File: src/hdl/pkvsm_pkg.sv
`default_nettype none
package pkvsm_pkg;

  localparam int DEF_MAX_TABLE_ENTRIES = 256;
  localparam int DEF_MAX_SEQS          = 256;

  localparam int BS_W       = 9;
  localparam int NB_W       = 16;
  localparam int POS_W      = 16;
  localparam int TID_W      = 20;
  localparam int CNT_W      = 24;
  localparam int KEY_W      = 17;
  localparam int SEQI_W     = 8;
  localparam int STAT_W     = 4;
  localparam int PROD_W     = 25;
  localparam int CFG_AW     = 2;
  localparam int CFG_DW     = 16;
  localparam int IN_DATA_W  = 88;
  localparam int OUT_DATA_W = 200;
  localparam int REQ_W      = 2;

  localparam logic [CFG_AW-1:0] CFG_BLOCK_SIZE = 2'd0;
  localparam logic [CFG_AW-1:0] CFG_NUM_BLOCKS = 2'd1;
  localparam logic [BS_W-1:0]   BS_RESET       = 9'd16;
  localparam logic [CNT_W:0]    CNT_LIMIT      = 25'h0FF_FFFF;

  typedef enum logic [REQ_W-1:0] {
    REQ_BATCH  = 2'd0,
    REQ_APPEND = 2'd1,
    REQ_SEQ    = 2'd2,
    REQ_TOKEN  = 2'd3
  } req_t;

  typedef enum logic [STAT_W-1:0] {
    STS_OK           = 4'd0,
    STS_NOT_ALLOC    = 4'd1,
    STS_BAD_BLOCK    = 4'd2,
    STS_ZERO_TOKENS  = 4'd3,
    STS_SLICE_RANGE  = 4'd4,
    STS_NO_TABLE     = 4'd5,
    STS_TABLE_SMALL  = 4'd6,
    STS_SLOT_RANGE   = 4'd7,
    STS_EMPTY_DECODE = 4'd8,
    STS_OVERFLOW     = 4'd9
  } status_t;

  // Controller to datapath
  typedef struct packed {
    logic load;
    logic div_start;
    logic rd_issue;
    logic mul_load;
    logic finish;
  } cmd_t;

  // Datapath to controller
  typedef struct packed {
    req_t req;
    logic div_done;
    logic out_free;
  } sts_t;

endpackage
`default_nettype wire

File: src/hdl/pkvsm_ctrl.sv
`default_nettype none
module pkvsm_ctrl (
  input  wire logic             clk,
  input  wire logic             rst_n,
  input  wire logic             in_tvalid,
  input  wire pkvsm_pkg::req_t  in_req,
  output logic                  in_tready,
  input  wire pkvsm_pkg::sts_t  sts,
  output pkvsm_pkg::cmd_t       cmd
);

  typedef enum logic [4:0] {
    S_IDLE = 5'b00001,
    S_DIV  = 5'b00010,
    S_READ = 5'b00100,
    S_MUL  = 5'b01000,
    S_DONE = 5'b10000
  } state_t;

  state_t state_r, state_nxt;

  always_ff @(posedge clk) begin
    if (!rst_n) begin
      state_r <= S_IDLE;
    end else begin
      state_r <= state_nxt;
    end
  end

  assign in_tready = (state_r == S_IDLE);

  // Sequence the work of one transaction
  always_comb begin
    state_nxt = state_r;
    cmd       = '0;
    case (state_r)
      S_IDLE: begin
        if (in_tvalid) begin
          cmd.load = 1'b1;
          case (in_req)
            pkvsm_pkg::REQ_TOKEN: begin
              cmd.div_start = 1'b1;
              state_nxt     = S_DIV;
            end
            pkvsm_pkg::REQ_SEQ: state_nxt = S_MUL;
            default:            state_nxt = S_DONE;
          endcase
        end
      end
      S_DIV: begin
        if (sts.div_done) begin
          state_nxt = S_READ;
        end
      end
      S_READ: begin
        cmd.rd_issue = 1'b1;
        state_nxt    = S_MUL;
      end
      S_MUL: begin
        cmd.mul_load = 1'b1;
        state_nxt    = S_DONE;
      end
      S_DONE: begin
        if (sts.out_free) begin
          cmd.finish = 1'b1;
          state_nxt  = S_IDLE;
        end
      end
      default: state_nxt = S_IDLE;
    endcase
  end

endmodule
`default_nettype wire

File: config.mk
export PLATFORM = sky130hd
export DESIGN_NAME = pkvsm_ctrl
export DESIGN_NICKNAME = d
export VERILOG_FILES = /design/src/hdl/pkvsm_pkg.sv /design/src/hdl/pkvsm_ctrl.sv
export SDC_FILE = /design/constraint.sdc
export NUM_CORES = 1
export LEC_CHECK = 0
export BUFFER_PORTS_ARGS = -buffer_cell sky130_fd_sc_hd__clkbuf_2
export CAP_MARGIN = 0
export CORE_AREA = 5 5 42 44
export CTS_CLUSTER_SIZE = 12
export DETAILED_ROUTE_END_ITERATION = 7
export DIE_AREA = 0 0 47 49
export HOLD_SLACK_MARGIN = 0.06
export MAX_ROUTING_LAYER = met4
export SYNTH_ARGS = -nofsm -noshare
export SYNTH_HDL_FRONTEND = slang
export SYNTH_SLANG_ARGS = --single-unit
File: constraint.sdc
create_clock -name clk -period 2.6 [get_ports clk]
set_clock_uncertainty 0.05 [all_clocks]
set_input_delay 0.39 -clock clk [delete_from_list [all_inputs] [get_ports clk]]
set_output_delay 0.39 -clock clk [all_outputs]
set_load 0.01 [all_outputs]
## Yosys cells after proc, flatten, opt, wreduce, memory -nomap -nowiden

Cells that the tools add are included.

- Equality and inequality tests: 10
- Multiplexer cells: 12
- Reductions and logical operators: 1

Operators with widths:

| operator | number |
|---|---|
| 5-bit case mux with 5 select lines | 1 |
| 5-bit two-way mux | 3 |
| 5-bit case mux with 2 select lines | 1 |
| 2-bit inequality test (second input constant) | 3 |
| 5-bit by 1-bit == test with 1-bit output (second input constant) | 1 |
| 5-bit by 2-bit == test with 1-bit output (second input constant) | 1 |
| 5-bit by 3-bit == test with 1-bit output (second input constant) | 1 |
| 5-bit by 4-bit == test with 1-bit output (second input constant) | 1 |
| 5-bit == test (second input constant) | 1 |
| 1-bit two-way mux | 5 |
| 2-bit == test (second input constant) | 2 |
| 2-bit two-way mux | 2 |
| 3-bit AND reduction | 1 |

- Bits in registers: 5
- Input port bits: 9

## Logic depth before layout (Yosys ltp)

- Word-level depth: 4
- Gate-level depth with buffers: 4
- Gate-level depth less buffers: 3

## Worst setup path before layout

No wires, ideal clock.

- Path kind: register to output
- From: reg state_r[0]
- To: out cmd[2] (netlist bit)
- Arrival time: 1129 ps
- Path slack: 1031 ps
- Stages on the path, launching flop included: 5
- Cell sequence: dfxtp_1 buf_6 or3_4 or2_1 inv_1

RTL lines:

| element | line | source |
|---|---|---|
| from (decl) | pkvsm_ctrl.sv:20 | `state_t state_r, state_nxt;` |
| from (signal assigned) | pkvsm_ctrl.sv:26 | `state_r <= state_nxt;` |
| to (decl) | pkvsm_ctrl.sv:9 | `output pkvsm_pkg::cmd_t cmd` |

==> results.yml <==
layout:
  nets: 71
  reg_top3: "state_r (5)"
  regMostFlops: "state_r"
  diodes: 0
  finalNonFillerCells: 77
  syn2layout_area_growth_pct: 23.7
  drive_gt1_share_pct: 29.5
  fill_cells: 157
  largest_reg_flops: 5
  final_util_pct: 33.6
floorplan:
  num_io_pins: 15
  start_util_pct: 27.1
  rows: 14
  dieArea_um2: 2300
  core_area_um2: 1400
  die_height_um: 49
  die_w_um: 47
synthesis:
  synthCells: 47
  yosys_most_used_dff: "dfxtp_1"
  netlist-cell-type-count: 30
  syn_nets: 56
  synth_area_um2: 380
  synth_edf_count: 0
  seq_area_frac_synth_pct: 26.3
  yosys_warnings: 0
  syn_area_per_cell_um2: 8.09
  ys_async_sr_fraction_pct: 0
  synth-seq-cells: 5
sta:
  rsz0062_at_grt: "false"
  fin_crit_sh_pct: 75.2
  tightest_slew_ps: 445
  period_minus_slack_ps: 1950
  setup_tns_ps: 0
  setup_violations: 0
  finalHoldViolations: 0
  max_freq_ghz: 0.512
  drv_slew: 0
  holdWs_ps: 303
  max_slew_margin_pct: 70.0
clock_tree:
  cts_tree: "built"
  postCtsSetupBuffers: 0
  ctsHoldBuffers: 0
  path_clk_slew_ps: 50
  cts-root-buf: "clkbuf_4"
  cts-resized-gates: 0
  cts.sinks: 5
  cts_buffer_depth: 2
  clk_latency_ps: 250
  cts_buffers: 3
  cts_max_level: 1
power_and_ir_drop:
  ir_drop_v: 0.000301
  power_leakage_uw: 0.000220
  powerDensity_nw_per_um2: 563
worst_setup_path:
  path_buf_inv: 2
  crit_cells: 4
  slowest_delay_ps: 440
  startpoint: "state_r[3]"
  cp-endpoint: "cmd[2]"
  r2r-start: "state_r[4]"
  cp-end-kind: "output pin"
  critPathKind: "reg -> out"
  ff2ff_path_depth: 3
  r2r-end: "state_r[2]"
  cpMaxStageDelayCell: "or3_4"
  startpoint_type: "register"
  r2r_slack_ps: 1030
  path_cells: "or3_4 > or2_1 > inv_1 > clkbuf_2"
  path_delay_family: "simple AND/OR/NAND/NOR gates"
  crit_required_ps: 2160
  worstPathMaxFanout: 9
  arrival_ps: 1510
placement:
  hpwlAfterDp_um: 696
  placedCellCount: 73
  io_buffers: 12
  place_congestion: 0.794
global_routing:
  antenna_found_initial: 0
  track_usage_pct: 9.82
  grt_max_degree: 10
  grt_pass1_vias: 363
  grt_pass1_wl_mm: 1.57
  grt-ovfl-total: 0
detailed_routing:
  drt_pass1_iterations: 2
  vias_per_cell: 5.05
  wire_per_inst_um: 11.4
  ant_nets: 0
  drt-initial-drc-count: 6
  drc_errors: 0
  vias: 389
  routed_wl_um: 876
run:
  drv_cap: 0
run_status:
  status: "finished clean"
worst_hold_path:
  hold_path.class: "in -> reg"
worst reg2reg max path, cell delays in order, from the launching register on:
cell and delay [ps]:
dfxtp_1 390, or3b_2 480, o21ai_0 390, nor4_1 120
logic make-up (layout without fill, tap and decap cells):
family                 after synthesis  in the layout  synth area share [%]
AO/OA/AOI/OAI                        9              9                  18.4
XOR/XNOR                             1              1                  2.30
buffers and inverters                5             19                  7.24
flip-flops                           5              5                  26.3
AND/OR/NAND/NOR                     27             27                  45.7
area by class of cell:
class	count	area, µm²	area share, %
multi-input cells	37	253	53.7
clock buffers	4	26.3	5.59
repair buffers	12	60.1	12.8
well taps	16	20.0	4.26
flip-flops and latches	5	100	21.3
inverters	3	11.3	2.39
how the worst min path moves through the flow:
stage | from | to | slack, ps | cells past startpoint
2_1_floorplan | rst_n | state_r[0] | 420 | 1
3_3_place_gp | state_r[1] | state_r[2] | 510 | 2
3_5_place_dp | state_r[1] | state_r[2] | 510 | 2
4_1_cts | rst_n | state_r[0] | 300 | 2
5_1_grt | rst_n | state_r[0] | 330 | 2
6_report | rst_n | state_r[0] | 300 | 2
layout by cell type (no fill, tap or decap):
| cell type | Yosys | routed |
|---|---|---|
| a2111oi_2 | 1 | 1 |
| a21oi_1 | 3 | 3 |
| and2_1 | 1 | 1 |
| and3_1 | 2 | 2 |
| and4b_1 | 1 | 1 |
| clkbuf_1 | 0 | 1 |
| clkbuf_2 | 0 | 12 |
| clkbuf_4 | 0 | 3 |
| dfxtp_1 | 5 | 5 |
| inv_1 | 3 | 3 |
| nand2_1 | 1 | 1 |
| nand2b_1 | 2 | 2 |
| nand3_1 | 1 | 1 |
| nand3b_1 | 1 | 1 |
| nand4_1 | 1 | 1 |
| nand4b_1 | 2 | 2 |
| nor2_1 | 5 | 5 |
| nor2b_1 | 1 | 1 |
| nor3_1 | 2 | 2 |
| nor4_1 | 1 | 1 |
| o211a_1 | 1 | 1 |
| o21ai_0 | 2 | 2 |
| o221a_1 | 1 | 1 |
| o221ai_1 | 1 | 1 |
| or2_1 | 1 | 1 |
| or2b_1 | 1 | 1 |
| or3_1 | 1 | 1 |
| or3_4 | 1 | 1 |
| or3b_2 | 1 | 1 |
| or4bb_1 | 1 | 1 |
| xor2_1 | 1 | 1 |
metrics by stage:
stage                     setup WS, ps  total power [µW]  instance area, µm²
after floorplan                   1030               153                 380
after global placement             908               169                 444
after detailed placement           912               170                 444
after CTS                          642               266                 470
after global routing               578               285                 470
final                              646               265                 470
synthesized netlist by cell type, types with 2 or more instances:
master    number  area [µm²]
o21ai_0        2        10.0
nor2_1         5        18.8
dfxtp_1        5         100
nand2b_1       2        12.5
nand4b_1       2        17.5
a21oi_1        3        15.0
nor3_1         2        10.0
inv_1          3        11.3
and3_1         2        12.5
metal layers:
metal	GRT usage, %	vias to the layer above	part of all wire (%)
li1	-	204	-
met1	14.1	166	52
met2	10.9	14	37
met3	3.32	5	7.4
met4	6.91	0	3.9
met5	-	-	0
power breakdown:
group	internal [µW]	leakage, µW	switching, µW
Sequential	82.7	0.0000408	10.9
Clock	58.3	0.0000150	36.7
Combinational	37.0	0.000165	39.4
Total	178	0.000220	87.0
Note: power is estimated with default switching activity, not from simulation.
